$ cat src/sv/rotenc_pkg.sv
`default_nettype none
package rotenc_pkg;

  localparam int TIME_BITS = 32;
  localparam int DEB_BITS  = 16;
  localparam int SPD_BITS  = 4;
  localparam int CFG_DATA_BITS = 32;
  localparam int CFG_IDX_BITS  = 2;
  localparam int SAT_BITS  = 5;

  typedef logic [TIME_BITS-1:0] time_t;
  typedef logic signed [SAT_BITS-1:0] sat_t;

  typedef enum logic [2:0] {
    EV_NONE  = 3'd0,
    EV_CW    = 3'd1,
    EV_CCW   = 3'd2,
    EV_CLICK = 3'd3,
    EV_LONG  = 3'd4
  } ev_t;

  typedef enum logic [CFG_IDX_BITS-1:0] {
    REG_DEBOUNCE  = 2'd0,
    REG_LONG      = 2'd1,
    REG_FAST      = 2'd2,
    REG_SPD       = 2'd3
  } reg_idx_t;

  typedef struct packed {
    logic [DEB_BITS-1:0] debounce_periods;
    time_t               long_press_periods;
    time_t               fast_turn_periods;
    logic [SPD_BITS-1:0] steps_per_detent;
  } cfg_t;

  // quadrature step from {previous pair, current pair}
  function automatic logic signed [1:0] quad_step(input logic [3:0] idx);
    logic signed [1:0] s;
    unique case (idx)
      4'd1, 4'd7, 4'd8, 4'd14: s = -2'sd1;
      4'd2, 4'd4, 4'd11, 4'd13: s = 2'sd1;
      default: s = 2'sd0;
    endcase
    return s;
  endfunction

  function automatic sat_t sat5(input logic signed [SAT_BITS:0] v);
    sat_t r;
    if (v > 6'sd15) begin
      r = 5'sd15;
    end else if (v < -6'sd16) begin
      r = -5'sd16;
    end else begin
      r = v[SAT_BITS-1:0];
    end
    return r;
  endfunction

endpackage
`default_nettype wire

$ cat src/sv/rotary_encoder_with_button.sv
`default_nettype none
// Rotary encoder and push-button decoder, one sample word per sample period.
//
// Input channel: phase_a, phase_b, button_level (0 = pressed), taken when
// in_valid is high and in_stall is low. Output channel: event_res
// (none / cw / ccw / click / long click) and fast_turn, one word per input
// word, taken when out_valid is high and out_stall is low.
// Config channel: cfg_index selects debounce, long press, fast turn or
// steps per detent; cfg_ready is always high. Write only while idle.
//
// A taken word is held in the input register; its result is registered in the
// output register as the word advances. Throughput is one word per cycle
// while the output is not stalled; the whole step is one pass of logic between
// the two registers, with all decoder state updated as the result is registered.
// When out_stall holds the result, the input register still takes one more
// word, after which in_stall rises until the output drains.
// Reset (rst, synchronous) empties both registers and restores the
// register defaults and the decoder state.
module rotary_encoder_with_button (
  input  wire logic                                 clk,
  input  wire logic                                 rst,
  input  wire logic                                 in_valid,
  output logic                                      in_stall,
  input  wire logic                                 phase_a,
  input  wire logic                                 phase_b,
  input  wire logic                                 button_level,
  output logic                                      out_valid,
  input  wire logic                                 out_stall,
  output logic [2:0]                                event_res,
  output logic                                      fast_turn,
  input  wire logic                                 cfg_valid,
  output logic                                      cfg_ready,
  input  wire logic [rotenc_pkg::CFG_IDX_BITS-1:0]  cfg_index,
  input  wire logic [rotenc_pkg::CFG_DATA_BITS-1:0] cfg_data
);

  rotenc_pkg::cfg_t cfg;
  rotenc_pkg::ev_t  ev_next;
  logic             fast_next;
  logic             s_valid, s_a, s_b, s_btn;
  logic             adv;

  assign adv      = s_valid && (!out_valid || !out_stall);
  assign in_stall = s_valid && !adv;

  rotenc_cfg u_cfg (
    .clk       (clk),
    .rst       (rst),
    .cfg_valid (cfg_valid),
    .cfg_ready (cfg_ready),
    .cfg_index (cfg_index),
    .cfg_data  (cfg_data),
    .cfg       (cfg)
  );

  rotenc_step u_step (
    .clk       (clk),
    .rst       (rst),
    .en        (adv),
    .a         (s_a),
    .b         (s_b),
    .btn       (s_btn),
    .cfg       (cfg),
    .ev_next   (ev_next),
    .fast_next (fast_next)
  );

  always_ff @(posedge clk) begin
    if (rst) begin
      s_valid   <= 1'b0;
      out_valid <= 1'b0;
    end else begin
      if (!in_stall) begin
        s_valid <= in_valid;
      end
      if (adv) begin
        out_valid <= 1'b1;
      end else if (!out_stall) begin
        out_valid <= 1'b0;
      end
    end
  end

  always_ff @(posedge clk) begin
    if (in_valid && !in_stall) begin
      s_a   <= phase_a;
      s_b   <= phase_b;
      s_btn <= button_level;
    end
    if (adv) begin
      event_res <= ev_next;
      fast_turn <= fast_next;
    end
  end

endmodule
`default_nettype wire

$ cat src/sv/rotenc_cfg.sv
`default_nettype none
module rotenc_cfg (
  input  wire logic                                  clk,
  input  wire logic                                  rst,
  input  wire logic                                  cfg_valid,
  output logic                                       cfg_ready,
  input  wire logic [rotenc_pkg::CFG_IDX_BITS-1:0]   cfg_index,
  input  wire logic [rotenc_pkg::CFG_DATA_BITS-1:0]  cfg_data,
  output rotenc_pkg::cfg_t                           cfg
);

  assign cfg_ready = 1'b1;

  always_ff @(posedge clk) begin
    if (rst) begin
      cfg.debounce_periods   <= rotenc_pkg::DEB_BITS'(20);
      cfg.long_press_periods <= rotenc_pkg::TIME_BITS'(800);
      cfg.fast_turn_periods  <= rotenc_pkg::TIME_BITS'(50);
      cfg.steps_per_detent   <= rotenc_pkg::SPD_BITS'(4);
    end else if (cfg_valid) begin
      unique case (rotenc_pkg::reg_idx_t'(cfg_index))
        rotenc_pkg::REG_DEBOUNCE:
          cfg.debounce_periods <= cfg_data[rotenc_pkg::DEB_BITS-1:0];
        rotenc_pkg::REG_LONG:
          cfg.long_press_periods <= cfg_data[rotenc_pkg::TIME_BITS-1:0];
        rotenc_pkg::REG_FAST:
          cfg.fast_turn_periods <= cfg_data[rotenc_pkg::TIME_BITS-1:0];
        rotenc_pkg::REG_SPD:
          cfg.steps_per_detent <= cfg_data[rotenc_pkg::SPD_BITS-1:0];
        default: ;
      endcase
    end
  end

endmodule
`default_nettype wire

$ cat src/sv/rotenc_step.sv
`default_nettype none
module rotenc_step (
  input  wire logic             clk,
  input  wire logic             rst,
  input  wire logic             en,
  input  wire logic             a,
  input  wire logic             b,
  input  wire logic             btn,
  input  wire rotenc_pkg::cfg_t cfg,
  output rotenc_pkg::ev_t       ev_next,
  output logic                  fast_next
);

  logic [1:0]        prev_phases;
  rotenc_pkg::sat_t  pending_delta, pending_delta_next;
  rotenc_pkg::sat_t  detent_accum, detent_accum_next;
  rotenc_pkg::time_t period_count;
  rotenc_pkg::time_t last_detent_time, last_detent_time_next;
  logic              fast_flag;
  logic              last_raw_button;
  logic              stable_button, stable_button_next;
  rotenc_pkg::time_t last_edge_time, last_edge_time_next;
  logic              press_pending, press_pending_next;
  rotenc_pkg::time_t press_time, press_time_next;

  rotenc_pkg::sat_t  pd1, acc1;
  rotenc_pkg::ev_t   btn_ev;
  rotenc_pkg::time_t edge_age, hold_age, detent_age;
  logic signed [rotenc_pkg::SAT_BITS:0] spd, acc_up, acc_dn;
  logic [rotenc_pkg::SPD_BITS-1:0] spd_raw;

  assign edge_age   = period_count - last_edge_time;
  assign hold_age   = period_count - press_time;
  assign detent_age = period_count - last_detent_time;
  assign spd_raw    = (cfg.steps_per_detent == '0) ? rotenc_pkg::SPD_BITS'(1)
                                                   : cfg.steps_per_detent;
  assign spd        = $signed({2'b00, spd_raw});

  always_comb begin
    pd1 = rotenc_pkg::sat5(6'(pending_delta) + 6'(rotenc_pkg::quad_step({prev_phases, a, b})));

    // button debounce and click classification
    btn_ev              = rotenc_pkg::EV_NONE;
    last_edge_time_next = last_edge_time;
    stable_button_next  = stable_button;
    press_pending_next  = press_pending;
    press_time_next     = press_time;
    if (btn != last_raw_button) begin
      last_edge_time_next = period_count;
    end else if (edge_age >= rotenc_pkg::TIME_BITS'(cfg.debounce_periods)
                 && btn != stable_button) begin
      stable_button_next = btn;
      if (!btn) begin
        press_time_next    = period_count;
        press_pending_next = 1'b1;
      end else if (press_pending) begin
        press_pending_next = 1'b0;
        btn_ev = (hold_age >= cfg.long_press_periods) ? rotenc_pkg::EV_LONG
                                                      : rotenc_pkg::EV_CLICK;
      end
    end

    // rotation, only when the button gave nothing
    acc1   = rotenc_pkg::sat5(6'(detent_accum) + 6'(pd1));
    acc_up = 6'(acc1) - spd;
    acc_dn = 6'(acc1) + spd;
    ev_next               = btn_ev;
    pending_delta_next    = pd1;
    detent_accum_next     = detent_accum;
    last_detent_time_next = last_detent_time;
    fast_next             = fast_flag;
    if (btn_ev == rotenc_pkg::EV_NONE) begin
      pending_delta_next = '0;
      if (!stable_button_next || press_pending_next) begin
        detent_accum_next = '0;
      end else if (6'(acc1) >= spd) begin
        detent_accum_next     = acc_up[rotenc_pkg::SAT_BITS-1:0];
        ev_next               = rotenc_pkg::EV_CW;
        fast_next             = detent_age < cfg.fast_turn_periods;
        last_detent_time_next = period_count;
      end else if (6'(acc1) <= -spd) begin
        detent_accum_next     = acc_dn[rotenc_pkg::SAT_BITS-1:0];
        ev_next               = rotenc_pkg::EV_CCW;
        fast_next             = detent_age < cfg.fast_turn_periods;
        last_detent_time_next = period_count;
      end else begin
        detent_accum_next = acc1;
      end
    end
  end

  always_ff @(posedge clk) begin
    if (rst) begin
      prev_phases      <= 2'b11;
      pending_delta    <= '0;
      detent_accum     <= '0;
      period_count     <= '0;
      last_detent_time <= '0;
      fast_flag        <= 1'b0;
      last_raw_button  <= 1'b1;
      stable_button    <= 1'b1;
      last_edge_time   <= '0;
      press_pending    <= 1'b0;
      press_time       <= '0;
    end else if (en) begin
      prev_phases      <= {a, b};
      pending_delta    <= pending_delta_next;
      detent_accum     <= detent_accum_next;
      period_count     <= period_count + 1'b1;
      last_detent_time <= last_detent_time_next;
      fast_flag        <= fast_next;
      last_raw_button  <= btn;
      stable_button    <= stable_button_next;
      last_edge_time   <= last_edge_time_next;
      press_pending    <= press_pending_next;
      press_time       <= press_time_next;
    end
  end

endmodule
`default_nettype wire

$ cat config.mk
export PLATFORM = sky130hd
export DESIGN_NAME = rotary_encoder_with_button
export DESIGN_NICKNAME = d
export VERILOG_FILES = /design/src/sv/rotenc_pkg.sv /design/src/sv/rotary_encoder_with_button.sv /design/src/sv/rotenc_cfg.sv /design/src/sv/rotenc_step.sv
export SDC_FILE = /design/constraint.sdc
export NUM_CORES = 1
export LEC_CHECK = 0
export ABC_AREA = 0
export ABC_CLOCK_PERIOD_IN_PS = 14000
export BUFFER_PORTS_ARGS = -buffer_cell sky130_fd_sc_hd__buf_2
export CORE_ASPECT_RATIO = 0.9
export CORE_UTILIZATION = 43
export DETAILED_ROUTE_END_ITERATION = 7
export SLEW_MARGIN = 10
export SYNTH_ARGS = -nofsm -noshare
export SYNTH_HDL_FRONTEND = slang
export SYNTH_HIERARCHICAL = 1
export SYNTH_SLANG_ARGS = --single-unit
$ cat constraint.sdc
create_clock -name clk -period 14 [get_ports clk]
set_clock_uncertainty 0.05 [all_clocks]
set_input_delay 2.8 -clock clk [delete_from_list [all_inputs] [get_ports clk]]
set_output_delay 2.8 -clock clk [all_outputs]
set_load 0.005 [all_outputs]
Yosys cells after proc, flatten, opt, wreduce, memory -nomap -nowiden
Memory sizes are Yosys's and may differ from the RTL's.
Index checks and enable logic that the tools add are counted.
{ "word_totals": {"out_inout_bits": 7, "ff_bits": 237, "memories": 1, "rom_bits": 32} }
{ "memory_table": {"columns": ["name", "depth", "word_bits", "rd", "rd_ports_with_merged_regs", "write_ports", "line", "source"], "rows": [
  ["(name not given)", 16, 2, 1, 0, 0, "rotenc_pkg.sv:39", "unique case (idx)"]
]} }
{ "op_classes": {"n_eq_ne": 6, "order_cmp": 9, "bitwise": 3, "reduce_logical": 23, "muxes": 31, "n_addsub": 9} }
{ "op_table": {"columns": ["op", "count"], "rows": [
  ["$sub A32 B32 Y32", 3],
  ["$mux W32", 2],
  ["$mux W5", 8],
  ["$add A32 B1 Y32 const B", 1],
  ["$ge A32 B16 Y1", 1],
  ["$ge A32 B32 Y1", 1],
  ["$lt A32 B32 Y1", 1],
  ["$mux W3", 9],
  ["$gt A6 B5 Y1 const B", 2],
  ["$lt A6 B5 Y1 const B", 2],
  ["$reduce_and A2 Y1", 6],
  ["$mux W1", 11],
  ["$reduce_and A4 Y1", 2],
  ["$add A5 B2 Y6", 1],
  ["$add A5 B5 Y6", 1],
  ["$le A5 B6 Y1", 1],
  ["$neg A4 Y6", 1],
  ["$add A5 B5 Y5", 1],
  ["$ge A5 B5 Y1", 1],
  ["$logic_not A1 Y1", 5],
  ["$sub A5 B5 Y5", 1],
  ["$eq A2 B2 Y1 const B", 2],
  ["$logic_and A1 B1 Y1", 4],
  ["$logic_not A4 Y1", 1],
  ["9 further kinds", 13]
]} }

Logic depth before layout (Yosys ltp)
An unclocked memory read counts as a cell.
{ "logic_depth": {"ltp_word": 14, "mapped_depth": 33, "ltp_nobuf": 32} }

By module
Netlist, hierarchy kept.
{ "by_module_without_submodules": {"columns": ["mod", "seq_area_each_um2", "cells_per_inst", "area_each_um2", "n_inst"], "rows": [
  ["rotenc_step", 2882.8, 1808, 13631.8, 1],
  ["rotenc_cfg", 1681.6, 321, 3438.3, 1],
  ["rotary_encoder_with_button", 250.2, 17, 296.5, 1]
]} }

Worst setup path before layout
No wires, ideal clock.
{ "synth_path": {"path_kind": "register to register", "startpoint": "register s_a", "endpoint": "register u_step.last_detent_time[1]", "setup_slack_ns": 7.771, "setup_time_ns": 0.072, "path_stages_with_launch": 32, "t_required_ns": 13.878, "synth_period_minus_slack_ns": 6.229, "arrival_time_ns": 6.107, "cell_sequence": "edfxtp_1 -> inv_1 -> ha_1 -> xnor2_1 -> xnor2_1 -> ha_1 -> fa_1 -> a21o_1 -> a21oi_1 -> xnor2_1 -> or2_2 -> nand2_1 -> nand2_1 -> ha_1 -> fa_1 -> a21o_1 -> a21oi_1 -> xor2_1 -> or2_2 -> nand2_1 -> ha_1 -> nor2b_1 -> o21a_1 -> o21a_1 -> o21ai_0 -> a22oi_1 -> a21o_1 -> nand2_1 -> nand3_1 -> mux2i_4 -> buf_12 -> mux2i_1"} }
{ "synth_via": {"elab_chain_cells": 12} }
{ "synth_rtl": {"columns": ["element", "line", "source"], "rows": [
  ["from (decl)", "rotary_encoder_with_button.sv:40", "logic s_valid, s_a, s_b, s_btn;"],
  ["from (signal assigned)", "rotary_encoder_with_button.sv:86", "s_a <= phase_a;"],
  ["$mem_v2 Z16 W2 (*)", null, null],
  ["$add A5 B2 Y6 (*)", "rotenc_step.sv:40", "pd1 = rotenc_pkg::sat5(6'(pending_delta) + 6'(rotenc_pkg::quad_step({prev_phases, a, b})));"],
  ["$lt A6 B5 Y1", "rotenc_pkg.sv:51", "end else if (v < -6'sd16) begin"],
  ["$mux W5", "rotenc_pkg.sv:51", null],
  ["$mux W5 (*)", "rotenc_pkg.sv:49", "if (v > 6'sd15) begin"],
  ["$add A5 B5 Y6 (*)", "rotenc_step.sv:64", "acc1 = rotenc_pkg::sat5(6'(detent_accum) + 6'(pd1));"],
  ["$lt A6 B5 Y1", "rotenc_pkg.sv:51", null],
  ["$mux W5", "rotenc_pkg.sv:51", null],
  ["$mux W5 (*)", "rotenc_pkg.sv:49", null],
  ["$le A5 B6 Y1 / $ge A5 B5 Y1 (equally long branches)", "rotenc_step.sv:81, rotenc_step.sv:76", null],
  ["$reduce_bool A2 Y1 (no source line)", null, null],
  ["$reduce_and A4 Y1 (no source line)", null, null],
  ["to (signal assigned)", "rotenc_step.sv:110", "last_detent_time <= last_detent_time_next;"],
  ["to (decl)", "rotenc_step.sv:18", "rotenc_pkg::time_t last_detent_time, last_detent_time_next;"]
]} }
Every way passes the cells marked *; elsewhere a longest branch is shown, timed or not.
A chain may end at the register's enable or synchronous reset.

Worst setup path in the final report
{ "layout_path": {"startpoint": "register s_a", "endpoint": "register u_step.last_detent_time[25]"} }
Same word-level chain as after synthesis.

==> out/qor.txt <==
Max Cap Viol -> 0
WP data required -> 14.41 ns
residual DRC count -> 0
sw frac -> 31.6%
Clk network pwr share -> 37.7%
Worst R2R Path Depth -> 32
H-tree depth -> 1
Layout area overhead -> 8.42%
cts hold-fix bufs -> 0
largest net degree at the start of global routing -> 124
overall routed net length -> 44.7 mm
post-CTS setup buffers -> 0
status -> finished, final reports clean
Hold Crit Depth -> 2
GR Overflow Total -> 0
Layout fillers -> 3904
clock transition at the registers of the reported paths -> 0.07 ns
routed vias/inst -> 5.30
antenna-violating nets left -> 0
number of global-route vias before repair -> 13600
Crit path max-delay family -> adder cells
syn nets -> 2397
Max rail drop VDD -> 0.0833 mV
Buffers & Inverters on Critical Path -> 2
Setup CP Type -> reg2reg
Int Power -> 1310 uW
Flop pwr share -> 37.4%
input/output buffers -> 47
Comb pwr share -> 25.0%
via count -> 14300
FF+latch count, synth -> 237
Worst Max-Slew Pin Slew -> 1.08 ns
PD cells -> 102 nW/um2
Critical Path Max Stage Delay -> 0.56 ns
EDFF count, synth -> 7
Num CTS Buffers -> 26
RePlAce Congestion -> 0.896
CP dominant cell by count -> nand2_1
area leader, netlist -> dfxtp_1
num rows -> 69
Sink Count -> 237
syn_area_per_cell -> 8.09 um2
WP data arrival -> 7.49 ns
maximum clock insertion buffer count -> 3
nets -> 2399
WL per Instance -> 16.5 um
Post-Synthesis Cells -> 2146
Die Width -> 214 um
max-slew violation count -> 0
first-pass GRT wire length -> 72.1 mm
GRT Util Overall -> 22.1%
most frequent cells in the layout -> nand2_1 (231), dfxtp_1 (230), inv_1 (223)
commonest non-fill, non-tap cell in the layout -> nand2_1
clk_lat worst skew -> 0.55 ns
DP Worst Slack -> 6.99 ns
Crit path depth -> 32
share of cells above drive strength 1 -> 5.81%
Hold Violations, Final -> 0
top cell type's share of synthesized area -> 26.5%
Post-Synthesis Cell Area -> 17400 um2
RSZ-0062 raised after global routing -> no
CTS tree -> yes
CP Capture Type -> flip-flop
TritonRoute pass-1 iters -> 5
final worst path period share -> 50.5%
Die Area -> 41200 um2
slew margin rel. -> 27.9%
Hold WS -> 0.403 ns
Starting Density -> 43.8%
initial antenna violation count -> 0
Most used DFF post-synth -> dfxtp_1
CP max-delay cell -> buf_4
# setup viols final -> 0
core area -> 39600 um2
Pleak -> 0.00813 uW
setup total negative slack -> 0 ns
crit path launch type -> flip-flop
Hold Crit Class -> reg2reg
clock root buffer -> clkbuf_16
final HPWL from detailed placement -> 33.7 mm
minimum clock period -> 7.08 ns
setup slack after layout -> 6.92 ns
Net Sw Power -> 605 uW
top cells by area, synth -> dfxtp_1 (27%), ha_1 (15%), mux2i_1 (7.3%)
Top Ports -> 49
register area share after synthesis -> 27.7%
iteration-0 DRC count of the detailed router -> 732
post-CTS sizing -> 0
fmax -> 141 MHz
ys async rst share -> 0%
Inserted Diodes -> 0
Die Ht -> 193 um
maximum fanout along the worst path -> 33
Distinct cells, synth -> 88
synth warn -> 6
## logic make-up after synthesis
| family | Yosys count | share of synthesized area (%) |
|---|---|---|
| AOI/OAI and AO/OA | 475 | 17.1 |
| xor gates and xnor gates | 113 | 5.70 |
| adders and majority gates | 209 | 15.4 |
| buffers and inverters | 309 | 7.30 |
| DFF | 237 | 27.7 |
| muxes | 128 | 7.52 |
| other | 2 | 0.0432 |
| and+or+nand+nor | 673 | 19.2 |
## final timing paths
kind	slack, ns	from	endpoint
min reg2reg	0.40	u_step/last_edge_time[13]	u_step/last_edge_time[13]
max	6.92	s_a	u_step/last_detent_time[25]
max reg2reg	6.92	s_a	u_step/last_detent_time[25]
min	0.40	u_step/last_edge_time[13]	u_step/last_edge_time[13]
## flip-flops by register name, indices dropped and copies added (netlist names), 2 cells and up
name / flops
u_cfg/cfg: 84
u_step/last_detent_time: 32
u_step/last_edge_time: 32
u_step/period_count: 32
u_step/press_time: 32
u_step/detent_accum: 5
u_step/pending_delta: 5
event_res: 3
u_step/prev_phases: 2
## power by group through the flow
| stage | Sequential [uW] | Clock (uW) | Combinational (uW) |
|---|---|---|---|
| finish | 715 | 721 | 478 |
| floorplan | 723 | 0 | 359 |
| global placement | 730 | 0 | 466 |
| detailed placement | 730 | 0 | 470 |
| CTS | 715 | 738 | 473 |
| global route | 717 | 768 | 529 |
## routing by layer
metal / vias up / GRT usage [%] / wire (um)
met4: 0 / 5.11 / 901
met1: 6711 / 30.3 / 21900
met5: - / 0 / 0
met3: 48 / 2.15 / 1310
li1: 7364 / - / -
met2: 187 / 37.3 / 20500
## synthesized netlist by cell type (all sizes together), types with 47 or more instances
| master | count |
|---|---|
| a21o | 63 |
| xnor2 | 66 |
| a21oi | 189 |
| nand2 | 231 |
| o21ai | 95 |
| nand2b | 120 |
| dfxtp | 230 |
| inv | 224 |
| xor2 | 47 |
| ha | 202 |
| nand3 | 65 |
| mux2i | 127 |
| nor2 | 115 |
| clkbuf | 57 |
## layout make-up
cell class                      instances  area [um2]  share of cell area, %
Clock buffer                           35         737                   3.91
Inverter                              225         845                   4.49
Sequential cell                       237        4810                   25.6
Clock inverter                         13         151                  0.804
Timing Repair Buffer                   58         324                   1.72
Tap cell                              532         666                   3.54
Multi-Input combinational cell       1600       11300                   60.0
## worst min-delay path, delay by kind of cell (launching register included)
kind,cells,cell delay (ns)
AOI/OAI and AO/OA,1,0.05
DFF,1,0.31
and+or+nand+nor,1,0.05
## through the flow
stage | instances | power [uW] | util [%] | cell area, um2
6_report | 2700 | 1910 | 47.5 | 18800
4_1_cts | 2700 | 1930 | 47.5 | 18800
3_5_place_dp | 2652 | 1200 | 45.3 | 17900
2_1_floorplan | 2146 | 1080 | - | 17400
3_3_place_gp | 2652 | 1200 | 45.3 | 17900
5_1_grt | 2700 | 2010 | 47.5 | 18800
(Power assumes the default switching activity.)
